$ cat config.mk
export PLATFORM = sky130hd
export DESIGN_NAME = modbus_rtu_register_transaction
export DESIGN_NICKNAME = d
export VERILOG_FILES = /design/src/design/mbrt_pkg.sv /design/src/design/modbus_rtu_register_transaction.sv /design/src/design/mbrt_queue.sv /design/src/design/mbrt_front.sv /design/src/design/mbrt_back.sv
export SDC_FILE = /design/constraint.sdc
export NUM_CORES = 1
export LEC_CHECK = 0
export BUFFER_PORTS_ARGS = -buffer_cell sky130_fd_sc_hd__buf_2
export CAP_MARGIN = 20
export CORE_MARGIN = 2
export CORE_UTILIZATION = 61
export DETAILED_ROUTE_END_ITERATION = 6
export GPL_TIMING_DRIVEN = 1
export HOLD_SLACK_MARGIN = 0.06
export PLACE_DENSITY = 0.79
export SLEW_MARGIN = 5
export SYNTH_ARGS = -nofsm -noshare
export SYNTH_HDL_FRONTEND = slang
export SYNTH_HIERARCHICAL = 1
export SYNTH_SLANG_ARGS = --single-unit
$ cat constraint.sdc
create_clock -name clock -period 3.3 [get_ports clock]
set_input_delay 0.495 -clock clock [delete_from_list [all_inputs] [get_ports clock]]
set_output_delay 0.495 -clock clock [all_outputs]
set_load 0.03 [all_outputs]
$ cat src/design/mbrt_pkg.sv
`timescale 1ns / 1ps

package mbrt_pkg;

   // Frame geometry
   localparam int FRAME_BYTES    = 8;
   localparam int FRAME_IDX_BITS = $clog2(FRAME_BYTES);
   localparam int COUNT_BITS     = $clog2(FRAME_BYTES + 1);
   localparam int HDR_BYTES      = 6;
   localparam int READ_LEN       = 7;
   localparam logic [7:0] READ_BYTE_COUNT = 8'(READ_LEN - 5);

   // Command codes on the request channel
   localparam logic [1:0] CMD_ISSUE = 2'd0;
   localparam logic [1:0] CMD_RX    = 2'd1;
   localparam logic [1:0] CMD_END   = 2'd2;

   // Function codes
   localparam logic [7:0] FUNC_READ_HOLDING = 8'd3;
   localparam logic [7:0] FUNC_READ_INPUT   = 8'd4;
   localparam logic [15:0] READ_REG_COUNT   = 16'h0001;

   // CRC-16 (reflected)
   localparam logic [15:0] CRC_INIT = 16'hFFFF;
   localparam logic [15:0] CRC_POLY = 16'hA001;

   localparam logic [7:0] DEVICE_ADDRESS_RESET = 8'd254;

   // Result kinds
   localparam logic KIND_TX     = 1'b0;
   localparam logic KIND_STATUS = 1'b1;

   // Completion error codes
   localparam logic [2:0] ERR_NONE       = 3'd0;
   localparam logic [2:0] ERR_LENGTH     = 3'd1;
   localparam logic [2:0] ERR_SHORT      = 3'd2;
   localparam logic [2:0] ERR_CRC        = 3'd3;
   localparam logic [2:0] ERR_ADDRESS    = 3'd4;
   localparam logic [2:0] ERR_FUNCTION   = 3'd5;
   localparam logic [2:0] ERR_BYTE_COUNT = 3'd6;
   localparam logic [2:0] ERR_ECHO       = 3'd7;

   typedef struct packed {
      logic [1:0]  cmd;
      logic [7:0]  func_code;
      logic [15:0] reg_addr;
      logic [15:0] request_value;
      logic [7:0]  rx_byte;
   } req_item_type;

   typedef struct packed {
      logic               out_kind;
      logic [7:0]         tx_byte;
      logic               last;
      logic               ok;
      logic [2:0]         error_code;
      logic signed [15:0] read_value;
   } rsp_item_type;

   typedef enum logic [1:0] {
      OP_ISSUE,
      OP_RX,
      OP_END
   } op_kind_type;

   // Classified operation passed from front to back
   typedef struct packed {
      op_kind_type kind;
      logic        read_func;
      logic [7:0]  func_code;
      logic [15:0] reg_addr;
      logic [15:0] value;
      logic [7:0]  rx_byte;
   } op_type;

   // One byte of the running CRC, bit by bit
   function automatic logic [15:0] crc_byte(input logic [15:0] crc, input logic [7:0] b);
      logic [15:0] c;
      c = crc ^ {8'h00, b};
      for (int i = 0; i < 8; i++) begin
         if (c[0]) begin
            c = (c >> 1) ^ CRC_POLY;
         end else begin
            c = c >> 1;
         end
      end
      return c;
   endfunction

endpackage

$ cat src/design/modbus_rtu_register_transaction.sv
`timescale 1ns / 1ps
// Channel   Handshake                  Payload
// request   push / full                req_item  (mbrt_pkg::req_item_type)
// result    empty / pop                rsp_item  (mbrt_pkg::rsp_item_type)
// csr       csr_valid / csr_ready      csr_data  (slave address, 8 bits)
//
// One request transaction can be taken every cycle while the command queue has room.
// The back end takes a received byte or an end command as one operation and an issue as
// eight transmit bytes, one per cycle while results have room; its result path sets the rate.
// Reset is synchronous: queues empty, slave address 254, request frame cleared.
// A low pop fills the result queue, then stalls the back end, then the command
// queue, and full rises only once the command queue is full.

module modbus_rtu_register_transaction #(
   parameter int CMD_QUEUE_DEPTH = 4,
   parameter int RSP_QUEUE_DEPTH = 2
) (
   input  logic                   clock,
   input  logic                   reset,
   input  logic                   push,
   input  mbrt_pkg::req_item_type req_item,
   output logic                   full,
   output logic                   empty,
   input  logic                   pop,
   output mbrt_pkg::rsp_item_type rsp_item,
   input  logic                   csr_valid,
   output logic                   csr_ready,
   input  logic [7:0]             csr_data
);

   localparam int OP_BITS  = $bits(mbrt_pkg::op_type);
   localparam int RSP_BITS = $bits(mbrt_pkg::rsp_item_type);

   mbrt_pkg::op_type       op_in, op_out;
   mbrt_pkg::rsp_item_type res;
   logic                   op_push, op_full, op_pop, op_empty;
   logic                   res_valid, res_full;
   logic [OP_BITS-1:0]     op_rd_data;
   logic [RSP_BITS-1:0]    rsp_rd_data;
   logic [7:0]             device_address;

   // Accept and classify
   mbrt_front u_front (
      .clock          (clock),
      .reset          (reset),
      .push           (push),
      .req_item       (req_item),
      .full           (full),
      .csr_valid      (csr_valid),
      .csr_ready      (csr_ready),
      .csr_data       (csr_data),
      .op_full        (op_full),
      .op_push        (op_push),
      .op             (op_in),
      .device_address (device_address)
   );

   // Decouple front from back
   mbrt_queue #(
      .WIDTH (OP_BITS),
      .DEPTH (CMD_QUEUE_DEPTH)
   ) u_op_queue (
      .clock     (clock),
      .reset     (reset),
      .push      (op_push),
      .push_data (OP_BITS'(op_in)),
      .full      (op_full),
      .pop       (op_pop),
      .pop_data  (op_rd_data),
      .empty     (op_empty)
   );

   assign op_out = mbrt_pkg::op_type'(op_rd_data);

   // Carry out transactions
   mbrt_back u_back (
      .clock          (clock),
      .reset          (reset),
      .device_address (device_address),
      .op_valid       (~op_empty),
      .op             (op_out),
      .op_pop         (op_pop),
      .res_ready      (~res_full),
      .res_valid      (res_valid),
      .res            (res)
   );

   // Buffer results for the consumer
   mbrt_queue #(
      .WIDTH (RSP_BITS),
      .DEPTH (RSP_QUEUE_DEPTH)
   ) u_rsp_queue (
      .clock     (clock),
      .reset     (reset),
      .push      (res_valid),
      .push_data (RSP_BITS'(res)),
      .full      (res_full),
      .pop       (pop),
      .pop_data  (rsp_rd_data),
      .empty     (empty)
   );

   assign rsp_item = mbrt_pkg::rsp_item_type'(rsp_rd_data);

endmodule

$ cat src/design/mbrt_queue.sv
`timescale 1ns / 1ps

module mbrt_queue #(
   parameter int WIDTH = 8,
   parameter int DEPTH = 2
) (
   input  logic             clock,
   input  logic             reset,
   input  logic             push,
   input  logic [WIDTH-1:0] push_data,
   output logic             full,
   input  logic             pop,
   output logic [WIDTH-1:0] pop_data,
   output logic             empty
);

   localparam int IW = $clog2(DEPTH);
   localparam int CW = $clog2(DEPTH + 1);

   logic [WIDTH-1:0] mem_ff [DEPTH];
   logic [IW-1:0]    wr_ptr_ff, wr_ptr_in;
   logic [IW-1:0]    rd_ptr_ff, rd_ptr_in;
   logic [CW-1:0]    count_ff, count_in;
   logic             push_ok, pop_ok;

   assign full     = (count_ff == CW'(DEPTH));
   assign empty    = (count_ff == '0);
   assign push_ok  = push & ~full;
   assign pop_ok   = pop & ~empty;
   assign pop_data = mem_ff[rd_ptr_ff];

   // Advance pointers with wrap, track fill level
   always_comb begin
      wr_ptr_in = wr_ptr_ff;
      rd_ptr_in = rd_ptr_ff;
      count_in  = count_ff;
      if (push_ok) begin
         wr_ptr_in = (wr_ptr_ff == IW'(DEPTH - 1)) ? '0 : wr_ptr_ff + 1'b1;
      end
      if (pop_ok) begin
         rd_ptr_in = (rd_ptr_ff == IW'(DEPTH - 1)) ? '0 : rd_ptr_ff + 1'b1;
      end
      if (push_ok && !pop_ok) begin
         count_in = count_ff + 1'b1;
      end else if (!push_ok && pop_ok) begin
         count_in = count_ff - 1'b1;
      end
   end

   always_ff @(posedge clock) begin
      if (reset) begin
         wr_ptr_ff <= '0;
         rd_ptr_ff <= '0;
         count_ff  <= '0;
      end else begin
         wr_ptr_ff <= wr_ptr_in;
         rd_ptr_ff <= rd_ptr_in;
         count_ff  <= count_in;
      end
   end

   // Store entries
   always_ff @(posedge clock) begin
      if (push_ok) begin
         mem_ff[wr_ptr_ff] <= push_data;
      end
   end

endmodule

$ cat src/design/mbrt_front.sv
`timescale 1ns / 1ps

module mbrt_front (
   input  logic                  clock,
   input  logic                  reset,
   input  logic                  push,
   input  mbrt_pkg::req_item_type req_item,
   output logic                  full,
   input  logic                  csr_valid,
   output logic                  csr_ready,
   input  logic [7:0]            csr_data,
   input  logic                  op_full,
   output logic                  op_push,
   output mbrt_pkg::op_type      op,
   output logic [7:0]            device_address
);

   logic [7:0] device_address_ff, device_address_in;
   logic       keep;

   assign full           = op_full;
   assign csr_ready      = 1'b1;
   assign device_address = device_address_ff;

   // Hold the slave address register
   always_comb begin
      device_address_in = device_address_ff;
      if (csr_valid) begin
         device_address_in = csr_data;
      end
   end

   always_ff @(posedge clock) begin
      if (reset) begin
         device_address_ff <= mbrt_pkg::DEVICE_ADDRESS_RESET;
      end else begin
         device_address_ff <= device_address_in;
      end
   end

   // Classify the transaction; drop unused command codes
   always_comb begin
      op.read_func = (req_item.func_code == mbrt_pkg::FUNC_READ_HOLDING) ||
                     (req_item.func_code == mbrt_pkg::FUNC_READ_INPUT);
      op.func_code = req_item.func_code;
      op.reg_addr  = req_item.reg_addr;
      op.value     = op.read_func ? mbrt_pkg::READ_REG_COUNT : req_item.request_value;
      op.rx_byte   = req_item.rx_byte;
      op.kind      = mbrt_pkg::OP_ISSUE;
      keep         = 1'b1;
      unique case (req_item.cmd)
         mbrt_pkg::CMD_ISSUE: op.kind = mbrt_pkg::OP_ISSUE;
         mbrt_pkg::CMD_RX:    op.kind = mbrt_pkg::OP_RX;
         mbrt_pkg::CMD_END:   op.kind = mbrt_pkg::OP_END;
         default:             keep    = 1'b0;
      endcase
   end

   assign op_push = push & ~op_full & keep;

endmodule

$ cat src/design/mbrt_back.sv
`timescale 1ns / 1ps

module mbrt_back (
   input  logic                   clock,
   input  logic                   reset,
   input  logic [7:0]             device_address,
   input  logic                   op_valid,
   input  mbrt_pkg::op_type       op,
   output logic                   op_pop,
   input  logic                   res_ready,
   output logic                   res_valid,
   output mbrt_pkg::rsp_item_type res
);

   localparam int IB = mbrt_pkg::FRAME_IDX_BITS;
   localparam int CB = mbrt_pkg::COUNT_BITS;
   localparam int SHIFT_BITS = 8 * (mbrt_pkg::HDR_BYTES - 1);

   // Transmit sequencer
   logic                  busy_ff, busy_in;
   logic [IB-1:0]         tx_idx_ff, tx_idx_in;
   logic [SHIFT_BITS-1:0] tx_shift_ff, tx_shift_in;
   logic [15:0]           tx_crc_ff, tx_crc_in;

   // Request and reply state
   logic [7:0]    sent_ff [mbrt_pkg::FRAME_BYTES];
   logic [7:0]    reply_ff [mbrt_pkg::FRAME_BYTES];
   logic [CB-1:0] reply_count_ff, reply_count_in;
   logic [7:0]    pending_func_ff, pending_func_in;
   logic          pending_read_ff, pending_read_in;
   logic [15:0]   reply_crc_ff, reply_crc_in;

   logic [8*mbrt_pkg::HDR_BYTES-1:0] hdr;
   logic        start_issue, do_end, do_rx, tx_step, rx_store;
   logic [7:0]  tx_cur;
   logic [15:0] tx_crc_upd;
   logic [CB-1:0] expect_len;
   logic        sent_match;
   logic [2:0]  err;
   logic signed [15:0] value;

   assign hdr = {device_address, op.func_code, op.reg_addr, op.value};

   // Decide what the back end does this cycle
   assign tx_step     = busy_ff & res_ready;
   assign start_issue = ~busy_ff & op_valid & (op.kind == mbrt_pkg::OP_ISSUE) & res_ready;
   assign do_end      = ~busy_ff & op_valid & (op.kind == mbrt_pkg::OP_END) & res_ready;
   assign do_rx       = ~busy_ff & op_valid & (op.kind == mbrt_pkg::OP_RX);
   assign op_pop      = start_issue | do_end | do_rx;

   // Select the byte to send and fold it into the request CRC
   always_comb begin
      if (!busy_ff) begin
         tx_cur = hdr[8*mbrt_pkg::HDR_BYTES-1 -: 8];
      end else if (tx_idx_ff < IB'(mbrt_pkg::HDR_BYTES)) begin
         tx_cur = tx_shift_ff[SHIFT_BITS-1 -: 8];
      end else if (tx_idx_ff == IB'(mbrt_pkg::HDR_BYTES)) begin
         tx_cur = tx_crc_ff[7:0];
      end else begin
         tx_cur = tx_crc_ff[15:8];
      end
      tx_crc_upd = mbrt_pkg::crc_byte(busy_ff ? tx_crc_ff : mbrt_pkg::CRC_INIT, tx_cur);
   end

   // Check the reply on end of reception
   always_comb begin
      expect_len = pending_read_ff ? CB'(mbrt_pkg::READ_LEN) : CB'(mbrt_pkg::FRAME_BYTES);
      sent_match = 1'b1;
      for (int i = 0; i < mbrt_pkg::FRAME_BYTES; i++) begin
         if (sent_ff[i] != reply_ff[i]) begin
            sent_match = 1'b0;
         end
      end
      err   = mbrt_pkg::ERR_NONE;
      value = '0;
      if (pending_read_ff) begin
         if (reply_count_ff != CB'(mbrt_pkg::READ_LEN)) begin
            err = mbrt_pkg::ERR_LENGTH;
         end else if (reply_crc_ff != 16'h0000) begin
            err = mbrt_pkg::ERR_CRC;
         end else if (reply_ff[0] != device_address) begin
            err = mbrt_pkg::ERR_ADDRESS;
         end else if (reply_ff[1] != pending_func_ff) begin
            err = mbrt_pkg::ERR_FUNCTION;
         end else if (reply_ff[2] != mbrt_pkg::READ_BYTE_COUNT) begin
            err = mbrt_pkg::ERR_BYTE_COUNT;
         end else begin
            value = $signed({reply_ff[3], reply_ff[4]});
         end
      end else begin
         if (reply_count_ff != CB'(mbrt_pkg::FRAME_BYTES)) begin
            err = mbrt_pkg::ERR_LENGTH;
         end else if (!sent_match) begin
            err = mbrt_pkg::ERR_ECHO;
         end
      end
   end

   // Build the result transaction
   always_comb begin
      res_valid = tx_step | start_issue | do_end;
      if (do_end) begin
         res.out_kind   = mbrt_pkg::KIND_STATUS;
         res.tx_byte    = 8'h00;
         res.last       = 1'b1;
         res.ok         = (err == mbrt_pkg::ERR_NONE);
         res.error_code = err;
         res.read_value = value;
      end else begin
         res.out_kind   = mbrt_pkg::KIND_TX;
         res.tx_byte    = tx_cur;
         res.last       = busy_ff && (tx_idx_ff == IB'(mbrt_pkg::FRAME_BYTES - 1));
         res.ok         = 1'b0;
         res.error_code = mbrt_pkg::ERR_NONE;
         res.read_value = '0;
      end
   end

   assign rx_store = do_rx && (reply_count_ff < expect_len);

   // Next state of sequencer and reply tracking
   always_comb begin
      busy_in         = busy_ff;
      tx_idx_in       = tx_idx_ff;
      tx_shift_in     = tx_shift_ff;
      tx_crc_in       = tx_crc_ff;
      reply_count_in  = reply_count_ff;
      pending_func_in = pending_func_ff;
      pending_read_in = pending_read_ff;
      reply_crc_in    = reply_crc_ff;
      if (start_issue) begin
         busy_in         = 1'b1;
         tx_idx_in       = IB'(1);
         tx_shift_in     = hdr[SHIFT_BITS-1:0];
         tx_crc_in       = tx_crc_upd;
         pending_func_in = op.func_code;
         pending_read_in = op.read_func;
         reply_count_in  = '0;
         reply_crc_in    = mbrt_pkg::CRC_INIT;
      end else if (tx_step) begin
         tx_idx_in   = tx_idx_ff + 1'b1;
         tx_shift_in = tx_shift_ff << 8;
         if (tx_idx_ff < IB'(mbrt_pkg::HDR_BYTES)) begin
            tx_crc_in = tx_crc_upd;
         end
         if (tx_idx_ff == IB'(mbrt_pkg::FRAME_BYTES - 1)) begin
            busy_in = 1'b0;
         end
      end else if (rx_store) begin
         reply_count_in = reply_count_ff + 1'b1;
         reply_crc_in   = mbrt_pkg::crc_byte(reply_crc_ff, op.rx_byte);
      end
   end

   always_ff @(posedge clock) begin
      if (reset) begin
         busy_ff         <= 1'b0;
         tx_idx_ff       <= '0;
         reply_count_ff  <= '0;
         pending_func_ff <= 8'h00;
         pending_read_ff <= 1'b0;
         reply_crc_ff    <= mbrt_pkg::CRC_INIT;
         for (int i = 0; i < mbrt_pkg::FRAME_BYTES; i++) begin
            sent_ff[i] <= 8'h00;
         end
      end else begin
         busy_ff         <= busy_in;
         tx_idx_ff       <= tx_idx_in;
         reply_count_ff  <= reply_count_in;
         pending_func_ff <= pending_func_in;
         pending_read_ff <= pending_read_in;
         reply_crc_ff    <= reply_crc_in;
         if (start_issue) begin
            sent_ff[0] <= tx_cur;
         end else if (tx_step) begin
            sent_ff[tx_idx_ff] <= tx_cur;
         end
      end
   end

   // Hold the transmit shift line, CRC and reply bytes
   always_ff @(posedge clock) begin
      tx_shift_ff <= tx_shift_in;
      tx_crc_ff   <= tx_crc_in;
      if (rx_store) begin
         reply_ff[reply_count_ff[IB-1:0]] <= op.rx_byte;
      end
   end

endmodule

==> After elaboration in Yosys (flattened, before gate mapping) <==
Memories as Yosys holds them, arrays and structs flattened. A register that Yosys moved wholly into a read port is not among the register bits.
Index checks and enable logic that the tools add are counted.
{ "word_totals": {"reg_bits": 108, "ram_bits": 392, "wordCells": 236, "mem_count": 4} }
{ "mem_list": {"columns": ["name", "depth", "width", "read_ports", "rd_ports_with_merged_regs", "write_ports", "line", "rtl"], "rows": [
  ["u_op_queue.mem_ff", 4, 51, 1, 1, 1, "mbrt_queue.sv:20", "logic [WIDTH-1:0] mem_ff [DEPTH];"],
  ["u_back.reply_ff", 8, 8, 8, 0, 1, "mbrt_back.sv:27", "logic [7:0] reply_ff [mbrt_pkg::FRAME_BYTES];"],
  ["u_back.sent_ff", 8, 8, 8, 0, 8, "mbrt_back.sv:26", "logic [7:0] sent_ff [mbrt_pkg::FRAME_BYTES];"],
  ["u_rsp_queue.mem_ff", 2, 30, 1, 1, 1, "mbrt_queue.sv:20", null]
]} }
{ "classes": {"addsub": 10, "n_lt_le_gt_ge": 2, "n_eq_ne": 25, "mux": 109, "bitwise_logic": 42, "reduce_logical": 28} }
{ "op_table": {"columns": ["operator", "n"], "rows": [
  ["$mux 16", 48],
  ["$mux 40", 2],
  ["$ne 8x8->1", 10],
  ["$not 2->3", 16],
  ["$mux 8", 5],
  ["$mux 1", 34],
  ["$mux 3", 11],
  ["$xor 16x8->16", 2],
  ["$mux 30", 1],
  ["$reduce_bool 16->1", 1],
  ["$and 1x1->1", 13],
  ["$mux 2", 6],
  ["$eq 2x2->1 const B", 5],
  ["$reduce_bool 2->1", 5],
  ["$eq 3x3->1 const B", 3],
  ["$eq 8x2->1 const B", 1],
  ["$eq 8x3->1 const B", 1],
  ["$ne 8x2->1 const B", 1],
  ["$reduce_or 8->1", 1],
  ["$add 2x1->2 const B", 3],
  ["$add 3x1->3 const B", 2],
  ["$logic_and 1x1->1", 6],
  ["$logic_not 2->1", 3],
  ["$logic_not 3->1", 2],
  ["18 further kinds", 34]
]} }

==> Longest topological paths before layout <==
Gate-level depths: netlist of the first run.
{ "depth": {"depth_word": 40, "depth_mapped": 12, "ltp_nobuf": 11} }

==> Cells and area by module <==
Netlist of the first run, hierarchy kept.
{ "by_module_without_submodules": {"columns": ["mod", "instances", "cells_each", "area_each_um2", "seq_area_each_um2"], "rows": [
  ["mbrt_back", 1, 845, 10012.1, 6185.9],
  ["mbrt_queue at u_op_queue", 1, 317, 7838.8, 6306.0],
  ["mbrt_queue at u_rsp_queue", 1, 118, 2372.3, 1901.8],
  ["mbrt_front", 1, 86, 730.7, 160.2],
  ["modbus_rtu_register_transaction", 1, 2, 7.5, 0.0]
]} }

==> Worst setup path before layout of the first run <==
Ideal clock, no wire load.
{ "synth_path": {"path_type": "flip-flop to flip-flop", "start": "register with a tool-made name", "end": "register u_back.tx_shift_ff[0] (enable)", "setup_time_ns": 0.398, "t_arrival_ns": 2.623, "t_required_ns": 2.902, "slack_ns": 0.279, "stages_incl_launch_ff": 8, "cell_sequence": "dfxtp_1 -> buf_2 -> buf_4 -> mux4_2 -> nor2b_1 -> nand2_1 -> clkbuf_1 -> nand2_1"} }
{ "synth_rtl": {"columns": ["element", "line", "rtl"], "rows": [
  ["end signal: assignment", "mbrt_back.sv:183", "tx_shift_ff <= tx_shift_in;"],
  ["end: declaration", "mbrt_back.sv:22", "logic [SHIFT_BITS-1:0] tx_shift_ff, tx_shift_in;"]
]} }

==> metrics.md, run 1 <==
| Metric | Value |
|---|---|
| Outcome | `finished, final reports clean` |
| Slew HR | `0.396` |
| Detailed Route Iter0 Violations | `roughly 1100` |
| CTS tree | `done` |
| Post-synth ARST share | `0` |
| Final nets | `1556` |
| Drt first pass iters | `6` |
| Chip height | `189 um` |
| DRC viols | `0` |
| Most frequent cells in the layout | `edfxtp_1, nand2_1, xnor2_1, nor2_1, buf_2` |
| Post-CTS setup buffer count | `0` |
| Post-synthesis cell area | `21000 sq um` |
| Die ar. | `roughly 36000 sq um` |
| Yosys reg bits | `approximately 500` |
| Core Box Area | `around 34000 sq um` |
| CTS H-tree depth | `2` |
| Final core occ | `0.700` |
| Pin count of the biggest net entering global routing | `between 40 and 50` |
| Number of synthesized flops with an enable pin | `between 400 and 500` |
| Layout cells sized above 1 | `0.217` |
| Max rail drop VDD | `~0.55 mV` |
| Clock sink count | `approximately 500` |
| Max Freq | `about 340 MHz` |
| Worst Setup Path Type | `flop to flop` |
| Reg-to-reg slack, setup | `~0.34 ns` |
| Total vias in the final route | `roughly 12000` |
| Hold WC Path Type | `input pin to flop` |
| Remaining Overflow, GRT | `0` |
| Total global-route track usage | `0.242` |
| Top cells by area, synth | `edfxtp_1, mux4_2, dfxtp_1` |
| Sequential share of the synthesized area | `0.694` |
| Slew Limit Fails | `0` |
| Critical R2R Capture | `u_op_queue/count_ff[2]` |
| Hold Startpoint | `csr_data[2]` |
| PnR Total Power | `between 20 and 25 mW` |
| Crit. End Element | `flop` |
| Leading area contributor after synthesis | `edfxtp_1` |
| Hold Vio Cnt, Final | `0` |
| Area share of the largest cell type after synthesis | `0.642` |
| Hold WS | `approximately 0.14 ns` |
| Crit path launch type | `flop` |
| Maximum buffer depth of the clock tree | `3` |
| Area Overhead vs Synth | `12.5%` |
| Unrepaired setup endpoints after global routing | `no` |
| Post-DP HPWL | `about 28000 um` |
| Die X-Extent | `around 190 um` |
| TritonCTS buffer count | `slightly below 50` |
| Netlist cell types | `65` |
| Number of global-route vias before repair | `between 10000 and 15000` |
| Max_cap viols | `0` |
| Starting Density | `0.622` |
| Final WL | `between 40000 and 50000 um` |
| RD Place Congestion | `between 0.8 and 0.9` |
| Vias per inst | `slightly below 6` |
| Pwr per Cell Area | `just under 900 nW/um^2` |
| Most frequently used flop master after synthesis | `edfxtp_1` |
| Routed wire per std cell | `approximately 22 um` |
| R2R cell count | `10` |
| Avg Inst Size Synth | `between 15 and 20 sq um` |
| Detail Route Antenna Nets | `0` |
| Hold buffers post-CTS | `0` |
| Mapped Nets | `1447` |
| Tmin final | `between 2 and 3 ns` |
| IO buf count | `94` |
| Commonest non-fill, non-tap cell in the layout | `edfxtp_1` |
| CP max FO | `12` |
| Worst Hold End | `u_front/device_address[2]` |
| Insertion delay to the later sink of the worst-skew pair | `approximately 0.57 ns` |
| Global-route wire length before repair | `~66000 um` |
| CTS clock-pin slew for the worst setup and hold paths | `~0.060 ns` |
| Initial antenna violation count | `4` |
| Final Skew | `about 0.014 ns` |
| Hold Crit Depth | `2` |
| Top Ports | `96` |
| # rows | `67` |
| Synth Warn # | `6` |
| CP Data Required Time | `~3.8 ns` |
| Fin crit share | `0.897` |
| Critical path arrival | `around 3.5 ns` |
| Setup TNS | `0 ns` |
| CTS root buffer | `clkbuf_16` |
| Final setup viols | `0` |
| Worst-Margin Slew | `about 0.91 ns` |
| Leakage Power | `roughly 8.3 nW` |
| Resize count post-CTS | `0` |
| Fillers | `approximately 2100` |
| Post-Synthesis Cells | `around 1400` |
==> worst max path at each step <==
stage	startpoint	to	slack, ns	cells past startpoint
2_1_floorplan	flop	u_back/tx_shift_ff[0]	0.28	7
3_3_place_gp	flop	u_op_queue/count_ff[2]	0.46	10
3_5_place_dp	flop	u_back/reply_crc_ff[0]	0.38	7
4_1_cts	flop	u_op_queue/count_ff[2]	0.32	10
5_1_grt	flop	u_back/reply_crc_ff[0]	0.20	7
6_report	flop	u_op_queue/count_ff[2]	0.34	10
==> cell usage after synthesis (all sizes together) (7+ instances only) <==
master	count
nor2	100
nor2b	31
mux4	51
mux2i	17
dfxtp	55
nand4	21
o21ai	15
o211ai	9
clkbuf	24
nand3	13
a211o	7
edfxtp	448
mux2	33
nand2	157
and2	26
a21oi	38
nor3	14
buf	54
o22ai	7
xnor2	113
xor2	30
ha	15
nand2b	19
inv	18
nor4	11
==> final cells by class <==
| type | instances | area (sq um) | area share |
|---|---|---|---|
| clock inverter | 25 | 358 | 0.0152 |
| sequential | 503 | 14600 | 0.618 |
| tap | 448 | 561 | 0.0238 |
| clock buffer | 65 | 1350 | 0.0571 |
| inverter | 19 | 76.3 | 0.00324 |
| antenna | 3 | 7.51 | 0.000318 |
| timing repair buffer | 136 | 823 | 0.0349 |
| multi-input combinational | 768 | 5850 | 0.248 |
==> per-layer routing <==
layer,share of wire,GRT usage,up-vias
met4,0.034,0.0948,2
met1,0.41,0.329,5708
met3,0.079,0.0476,112
met5,0.00030,0,-
met2,0.48,0.390,490
li1,-,-,5194
==> cells by family after synthesis <==
group           share of synthesized area
flops                               0.694
compound gates                     0.0295
buf+inv                            0.0272
fa+ha+maj                         0.00991
xor+xnor                           0.0638
simple gates                       0.0945
other cells                      0.000179
mux                                0.0806
==> where the power goes <==
part           leakage (nW)  switching, mW  internal [mW]
clock network         0.833           2.33           3.51
registers              4.62          0.564           8.47
logic                  2.83           3.43           2.33
total                  8.28           6.32           14.3
==> registers in the layout, indices dropped and copies added (netlist names), 2 cells and up, named ones only <==
signal,cells
u_back/pending_func_ff,8
u_back/reply_count_ff,4
u_back/reply_crc_ff,16
u_back/reply_ff,64
u_back/sent_ff,64
u_back/tx_crc_ff,16
u_back/tx_idx_ff,3
u_back/tx_shift_ff,40
u_front/device_address,8
u_op_queue/count_ff,3
u_op_queue/mem_ff,204
u_op_queue/rd_ptr_ff,2
u_op_queue/wr_ptr_ff,2
u_rsp_queue/count_ff,2
u_rsp_queue/mem_ff,60
==> worst max-delay path, cell delays in order (launching register included) <==
cell and delay, ns:
dfxtp_4 0.48, mux4_2 0.59, nand2b_1 0.10, a21oi_1 0.10
o31ai_2 0.12, ha_1 0.26, inv_1 0.07, fa_1 0.40
xor2_1 0.19, or3_2 0.40, a21oi_1 0.17
==> through the flow <==
stage                     std cells  setup WS [ns]  instance area [sq um]
final                          1967          0.340                  23600
after global routing           1966          0.204                  23600
after CTS                      1963          0.323                  23600
after detailed placement       1873          0.377                  21900
after global placement         1873          0.461                  21900
after floorplan                1368          0.279                  21000
No activity file was read; power rests on OpenSTA's default activity.
==> inputs of run 2 (changes only) <==
--- a/config.mk
+++ b/config.mk
@@ -5,6 +5,7 @@
 export SDC_FILE = /design/constraint.sdc
 export NUM_CORES = 1
 export LEC_CHECK = 0
+export ABC_AREA = 1
 export BUFFER_PORTS_ARGS = -buffer_cell sky130_fd_sc_hd__buf_2
 export CAP_MARGIN = 20
 export CORE_MARGIN = 2
@@ -12,6 +13,7 @@
 export DETAILED_ROUTE_END_ITERATION = 6
 export GPL_TIMING_DRIVEN = 1
 export HOLD_SLACK_MARGIN = 0.06
+export MAX_ROUTING_LAYER = met4
 export PLACE_DENSITY = 0.79
 export SLEW_MARGIN = 5
 export SYNTH_ARGS = -nofsm -noshare
==> run 2 against run 1 <==
Net effect:
- fmax is 11% higher
- clock skew grew 0.0036 ns
- first-iteration DRC count grew 15%
- flip-flop and latch count unchanged
- power up 5.3%
- die area up 3.0%
- synthesized cell count grew 33%
- combinational power is 22% higher
==> metrics.md, run 2 <==
| Metric | Value |
|---|---|
| Outcome | `finished, final reports clean` |
| Die X-Extent | `a little under 200 um` |
| PnR Total Power | `21.7 mW` |
| Post-route cell area | `about 24000 sq um` |
| Layout cells sized above 1 | `0.164` |
| Insertion delay to the later sink of the worst-skew pair | `0.58 ns` |
| Most frequent cells in the layout | `edfxtp_1, nand2_1, nor2_1, inv_1, buf_2` |
| Number of synthesized flops with an enable pin | `448` |
| Pwr per Cell Area | `between 900 and 1000 nW/um^2` |
| Hold Startpoint | `req_item[35]` |
| Total global-route track usage | `0.265` |
| Maximum buffer depth of the clock tree | `3` |
| Most frequent cell after synthesis | `edfxtp_1` |
| Area Overhead vs Synth | `10.7%` |
| Synth Warn # | `6` |
| Largest Register | `u_op_queue/mem_ff` |
| CP max FO | `16` |
| Worst Setup Path Type | `flop to flop` |
| Pin count of the biggest net entering global routing | `57` |
| Crit. End Element | `flop` |
| Leakage Power | `between 8 and 9 nW` |
| Unrepaired setup endpoints after global routing | `no` |
| Multi-input gate area | `around 5900 sq um` |
| Hold WC Path Type | `input pin to flop` |
| Commonest non-fill, non-tap cell in the layout | `edfxtp_1` |
| Post-route setup slack | `between 0.6 and 0.7 ns` |
| Detailed Route Iter0 Violations | `1269` |
| Post-synthesis cell area | `approximately 22000 sq um` |
| Sequential share of the synthesized area | `0.674` |
| Slew HR | `0.488` |
| Post-CTS setup buffer count | `0` |
| Final nets | `between 1500 and 2000` |
| Remaining Overflow, GRT | `0` |
| Worst Hold End | `u_op_queue/mem_ff[2][35]` |
| Crit-path max cell delay | `0.40 ns` |
| Critical path arrival | `~3.1 ns` |
| Top Ports | `96` |
| CTS clock-pin slew for the worst setup and hold paths | `0.06 ns` |
| Max_cap viols | `0` |
| Die ar. | `around 37000 sq um` |
| Max reg flops | `slightly above 200` |
| Max Freq | `between 300 and 400 MHz` |
| Slew Limit Fails | `0` |
| Top cells by area, synth | `edfxtp_1, dfxtp_1, nand2_1` |
| Initial antenna violation count | `5` |
| Placed Area | `between 20000 and 25000 sq um` |
| Leading area contributor after synthesis | `edfxtp_1` |
| Fin crit share | `0.806` |
| # rows | `68` |
| Number of global-route vias before repair | `13500` |
| Post-DP HPWL | `29100 um` |
| IO buf count | `94` |
| Hold Vio Cnt, Final | `0` |
| Starting Density | `0.622` |
| Drt first pass iters | `5` |
| R2R cell count | `18` |
| Hold Crit Depth | `1` |
| Routed wire per std cell | `about 19 um` |
| Area share of the largest cell type after synthesis | `0.623` |
| CP Data Required Time | `3.76 ns` |
| Hold buffers post-CTS | `0` |
| Fillers | `between 2000 and 2500` |
| CP top delay family | `simple AND/OR/NAND/NOR gates` |
| Vias per inst | `between 5 and 6` |
| Reg-to-reg slack, setup | `approximately 0.64 ns` |
| Worst-Margin Slew | `0.765 ns` |
| Critical R2R Capture | `u_back/reply_crc_ff[0]` |
| Resize count post-CTS | `0` |
| Tmin final | `around 2.7 ns` |
| Final Skew | `around 0.018 ns` |
| CTS root buffer | `clkbuf_16` |
| Avg Inst Size Synth | `11.8 sq um` |
| Detail Route Antenna Nets | `0` |
| Area of all sequential standard cells | `~15000 sq um` |
| Final WL | `approximately 47000 um` |
| Post-synth ARST share | `0` |
| Yosys reg bits | `approximately 500` |
| Synth cell count leaders | `edfxtp_1, nand2_1, nor2_1` |
| Post-Synthesis Cells | `around 1800` |
| Total vias in the final route | `13800` |
| Crit path launch type | `flop` |
| CTS tree | `done` |
| Most frequently used flop master after synthesis | `edfxtp_1` |
| Netlist cell types | `47` |
| Slowest CP cell | `o22ai_1` |
| Setup WS pre-CTS | `0.639 ns` |
| Global-route wire length before repair | `approximately 72000 um` |
| TritonCTS buffer count | `between 40 and 50` |
| Chip height | `between 150 and 200 um` |
| DRC viols | `0` |
| Final setup viols | `0` |
| Max rail drop VDD | `roughly 0.7 mV` |
| Clock sink count | `between 500 and 600` |
| Worst path buffer plus inverter count | `3` |
| CTS H-tree depth | `2` |
| Mapped Nets | `approximately 1900` |
| Core Box Area | `34700 sq um` |
| RD Place Congestion | `0.890` |
| Cell Chain, Critical Path | `buf_4 > o21ai_0 > o22ai_1 > inv_1 > nand2_1 > nand2_1 > nand2_1 > nand2_1 > inv_1 > nand2_1 > nand3_1 > nand3_1 > nand3_1 > nand3_1 > nand3b_1 > nand2_1 > nand2_1 > nand2_1` |
| Cell repeated most along the worst path | `nand2_1` |
run 2: cell count changes after synthesis, sizes merged, moves of 25 or more:
cell	before	now
nor2	100	269
o22ai	7	55
xnor2	113	73
buf	54	79
nand3	13	53
mux4	51	0
nand2	157	315
inv	18	120
nor2b	31	0
o21ai	15	135
run 2: kinds of logic after synthesis:
group,share of synthesized area
AND/OR/NAND/NOR,0.142
flip-flops,0.674
adder cells (fa/ha/maj),0.00962
multiplexers,0.0156
XOR/XNOR,0.0397
other,0.000174
AO/OA/AOI/OAI,0.0655
buffers and inverters,0.0539
run 2: power breakdown:
| part | switching, mW | internal [mW] | leakage [nW] | total (mW) |
|---|---|---|---|---|
| clock | 2.26 | 3.17 | 0.761 | 5.43 |
| combinational | 4.92 | 2.13 | 3.48 | 7.05 |
| sequential | 0.551 | 8.72 | 4.62 | 9.27 |
run 2: worst reg2reg max path, stage by stage (launching register included):
cell	delay (ns)
dfxtp_2	0.38
buf_4	0.22
o21ai_0	0.11
o22ai_1	0.40
inv_1	0.12
nand2_1	0.11
nand2_1	0.10
nand2_1	0.08
nand2_1	0.06
inv_1	0.06
nand2_1	0.08
nand3_1	0.17
nand3_1	0.13
nand3_1	0.13
nand3_1	0.11
nand3b_1	0.11
nand2_1	0.06
nand2_1	0.05
nand2_1	0.05
run 2: how the worst max path moves through the flow:
stage | from | to | slack [ns] | depth (start not counted)
2_1_floorplan | req_item[49] | u_op_queue/mem_ff[0][0] | -0.24 | 5
3_3_place_gp | flop | u_back/reply_ff[6][6] | 0.75 | 9
3_5_place_dp | flop | u_back/reply_ff[6][4] | 0.64 | 9
4_1_cts | flop | u_back/reply_ff[6][5] | 0.64 | 9
5_1_grt | flop | u_back/reply_crc_ff[0] | 0.26 | 18
6_report | flop | u_back/reply_crc_ff[0] | 0.64 | 18
run 2: cell type report:
class                   instances  share of cell area
inverters                     121              0.0191
multi-input cells            1102               0.247
flip-flops and latches        503               0.609
repair buffers                134              0.0343
clock buffers                  70              0.0584
clock inverters                19             0.00733
diodes                          7            0.000733
well taps                     455              0.0238
run 2: per-layer routing:
metal	GRT usage	vias up	part of all wire
met1	0.315	6631	0.38
met4	0.122	0	0.036
met5	-	-	0
met3	0.0433	111	0.074
li1	-	6455	-
met2	0.445	562	0.51
run 2: through the flow:
| stage | hold WS (ns) | std cells | util | setup TNS [ns] |
|---|---|---|---|---|
| 2_1_floorplan | 0.449 | 1824 | - | -48.42 |
| 3_3_place_gp | 0.462 | 2315 | 0.643 | 0 |
| 3_5_place_dp | 0.474 | 2315 | 0.643 | 0 |
| 4_1_cts | 0.105 | 2404 | 0.688 | 0 |
| 5_1_grt | 0.112 | 2410 | 0.689 | 0 |
| 6_report | 0.129 | 2411 | 0.689 | 0 |
==> inputs of run 3 (changes only) <==
--- a/config.mk
+++ b/config.mk
@@ -5,16 +5,16 @@
 export SDC_FILE = /design/constraint.sdc
 export NUM_CORES = 1
 export LEC_CHECK = 0
-export ABC_AREA = 1
+export ABC_AREA = 0
 export BUFFER_PORTS_ARGS = -buffer_cell sky130_fd_sc_hd__buf_2
 export CAP_MARGIN = 20
 export CORE_MARGIN = 2
-export CORE_UTILIZATION = 61
+export CORE_UTILIZATION = 55
 export DETAILED_ROUTE_END_ITERATION = 6
 export GPL_TIMING_DRIVEN = 1
 export HOLD_SLACK_MARGIN = 0.06
 export MAX_ROUTING_LAYER = met4
-export PLACE_DENSITY = 0.79
+export PLACE_DENSITY = 0.75
 export SLEW_MARGIN = 5
 export SYNTH_ARGS = -nofsm -noshare
 export SYNTH_HDL_FRONTEND = slang
==> constraint.sdc (replaced) <==
create_clock -name clock -period 2.2 [get_ports clock]
set_input_delay 0.33 -clock clock [delete_from_list [all_inputs] [get_ports clock]]
set_output_delay 0.33 -clock clock [all_outputs]
set_load 0.03 [all_outputs]
==> run 3 against run 2 <==
Net effect:
- the run now ends with negative setup slack left
- sequential share of layout area shrank 5.8 points
- non-clock buffer count grew 201
- critical path depth shrank 7
- die area grew 7.5%
- design area grew 11%
- combinational power grew 73%
- utilization grew 1.5 points
- worst hold slack lost 0.032 ns
- cell count shrank 7.5%
- largest cell class unchanged
==> metrics.md, run 3 (synthesized netlist as in run 1, its figures left out) <==
| Metric | Value |
|---|---|
| Outcome | `finished with violations` |
| Failing checks | `negative setup slack` |
| Worst path buffer plus inverter count | `4` |
| Insertion delay to the later sink of the worst-skew pair | `0.59 ns` |
| Detail Route Antenna Nets | `0` |
| Hold WC Path Type | `input pin to flop` |
| Pwr per Cell Area | `approximately 1300 nW/um^2` |
| CP max FO | `4` |
| Ant. Diodes | `0` |
| Crit path launch type | `flop` |
| Tmin final | `between 2 and 2.5 ns` |
| Max reg flops | `approximately 200` |
| GR peak layer | `met2` |
| Combinational Power Share | `0.363` |
| P_int | `around 23 mW` |
| Chip height | `~200 um` |
| Final WL | `between 40000 and 50000 um` |
| Final setup viols | `190` |
| Max rail drop VDD | `between 0.7 and 0.8 mV` |
| Fillers | `about 2300` |
| Final nets | `around 1800` |
| Fin crit share | `1.12` |
| Global-route wire length before repair | `just under 70000 um` |
| TritonCTS buffer count | `49` |
| RD Place Congestion | `about 0.8` |
| Largest Register | `u_op_queue/mem_ff` |
| Clock power share | `0.235` |
| Remaining Overflow, GRT | `0` |
| Commonest non-fill, non-tap cell in the layout | `edfxtp_1` |
| Top Ports | `96` |
| CTS clock-pin slew for the worst setup and hold paths | `roughly 0.06 ns` |
| Detailed Route Iter0 Violations | `888` |
| Unrepaired setup endpoints after global routing | `yes` |
| Slew Limit Fails | `0` |
| Initial antenna violation count | `0` |
| CTS tree | `done` |
| Cell Chain, Critical Path | `mux4_2 > buf_6 > nor2b_4 > o21a_1 > inv_2 > buf_6 > nor2_4 > buf_6 > ha_4 > or3_4 > a21oi_2` |
| Hold Crit Depth | `2` |
| Worst Hold End | `u_op_queue/mem_ff[3][22]` |
| Total vias in the final route | `about 12000` |
| Max_cap viols | `0` |
| Psw | `10.6 mW` |
| Reg-to-reg slack, setup | `-0.27 ns` |
| Number of global-route vias before repair | `~13000` |
| Critical R2R Capture | `u_rsp_queue/count_ff[1]` |
| Hold WS | `about 0.097 ns` |
| Vias per inst | `~5.5` |
| Layout cells sized above 1 | `0.347` |
| Hold Vio Cnt, Final | `0` |
| Final Skew | `0.0191 ns` |
| Die ar. | `between 30000 and 40000 sq um` |
| Cell repeated most along the worst path | `buf_6` |
| Area Overhead vs Synth | `26.1%` |
| Core Box Area | `~38000 sq um` |
| CP top delay family | `multiplexers` |
| Worst Setup Path Type | `flop to flop` |
| Crit. End Element | `flop` |
| Post-route setup slack | `-0.268 ns` |
| Post-route cell area | `26400 sq um` |
| PnR Total Power | `about 34 mW` |
| Drt first pass iters | `5` |
| Pin count of the biggest net entering global routing | `41` |
| CTS root buffer | `clkbuf_16` |
| Clock sink count | `approximately 500` |
| Hold Startpoint | `req_item[22]` |
| Starting Density | `0.558` |
| Slowest CP cell | `mux4_2` |
| Max Freq | `roughly 410 MHz` |
| IO buf count | `94` |
| # rows | `approximately 70` |
| Final Non-Filler Cells | `between 2000 and 2500` |
| Crit-path max cell delay | `just under 0.6 ns` |
| Met1 GRT Util | `0.306` |
| Most frequent cells in the layout | `edfxtp_1, nand2_1, buf_4, xnor2_1, buf_2` |
| Met3 usage | `0.0402` |
| Placed Area | `roughly 23000 sq um` |
| CP Data Required Time | `between 2 and 3 ns` |
| Placed cell count | `roughly 2000` |
| Leakage Power | `roughly 9.5 nW` |
| CTS H-tree depth | `2` |
| R2R cell count | `11` |
| Post-DP HPWL | `slightly below 30000 um` |
| Routed wire per std cell | `about 21 um` |
| DRC viols | `0` |
| Maximum buffer depth of the clock tree | `3` |
| Total global-route track usage | `0.242` |
| Share of power burned in registers | `0.402` |
| Die X-Extent | `199 um` |
| Critical path arrival | `around 3.0 ns` |
| M2 GR Usage | `0.403` |
| Sw Share | `0.315` |
## run 3: cell count changes in the layout (fill, tap and decap cells not counted), sizes merged, moves of 42 or more
cell,delta
mux4,+51
nor2,-169
buf,+155
dlygate4sd3,+42
o21ai,-119
o22ai,-48
inv,-102
nand2,-158
## run 3: cell type report
| cell class | count | area, sq um | share of cell area |
|---|---|---|---|
| multi-input cells | 769 | 6580 | 0.249 |
| inverters | 19 | 82.6 | 0.00312 |
| repair buffers | 335 | 3030 | 0.115 |
| well taps | 511 | 639 | 0.0242 |
| flip-flops and latches | 503 | 14600 | 0.551 |
| clock inverters | 22 | 164 | 0.00620 |
| clock buffers | 70 | 1370 | 0.0517 |
## run 3: per-layer routing
metal | share of wire | vias up
li1 | - | 5613
met1 | 0.41 | 6141
met2 | 0.51 | 430
met3 | 0.060 | 98
met4 | 0.028 | 0
met5 | 0 | -
## run 3: power groups by stage
stage / Clock (mW) / Combinational, mW / Sequential (mW)
finish: 7.88 / 12.2 / 13.5
global route: 8.39 / 13.0 / 13.7
CTS: 8.04 / 11.4 / 13.5
detailed placement: 0 / 10.5 / 13.6
global placement: 0 / 10.3 / 13.6
floorplan: 0 / 7.07 / 13.4
## run 3: worst max-delay path by stage
stage,start,to,slack [ns],depth (start not counted)
5_1_grt,flop,u_back/reply_ff[6][4],-0.34,9
2_1_floorplan,flop,u_op_queue/count_ff[2],-0.38,12
6_report,flop,u_rsp_queue/count_ff[1],-0.27,11
3_5_place_dp,flop,u_back/reply_crc_ff[0],-0.25,8
4_1_cts,flop,u_rsp_queue/mem_ff[0][24],-0.23,9
3_3_place_gp,flop,u_rsp_queue/mem_ff[0][14],-0.20,8
## run 3: metrics by stage
stage	util	worst slack, ns	setup TNS [ns]
floorplan	-	-0.377	-27.73
detailed placement	0.622	-0.254	-14.95
global placement	0.622	-0.202	-10.86
global route	0.703	-0.337	-46.07
finish	0.703	-0.268	-30.25
CTS	0.687	-0.229	-21.79
## run 3: timing repair
action	CTS	global route
gates cloned	6	6
hold buffers	42	0
resized for setup	59	89
setup endpoints to repair	180	305
endpoints found under the hold margin	143	0
pin swaps	32	36
setup buffers	19	22
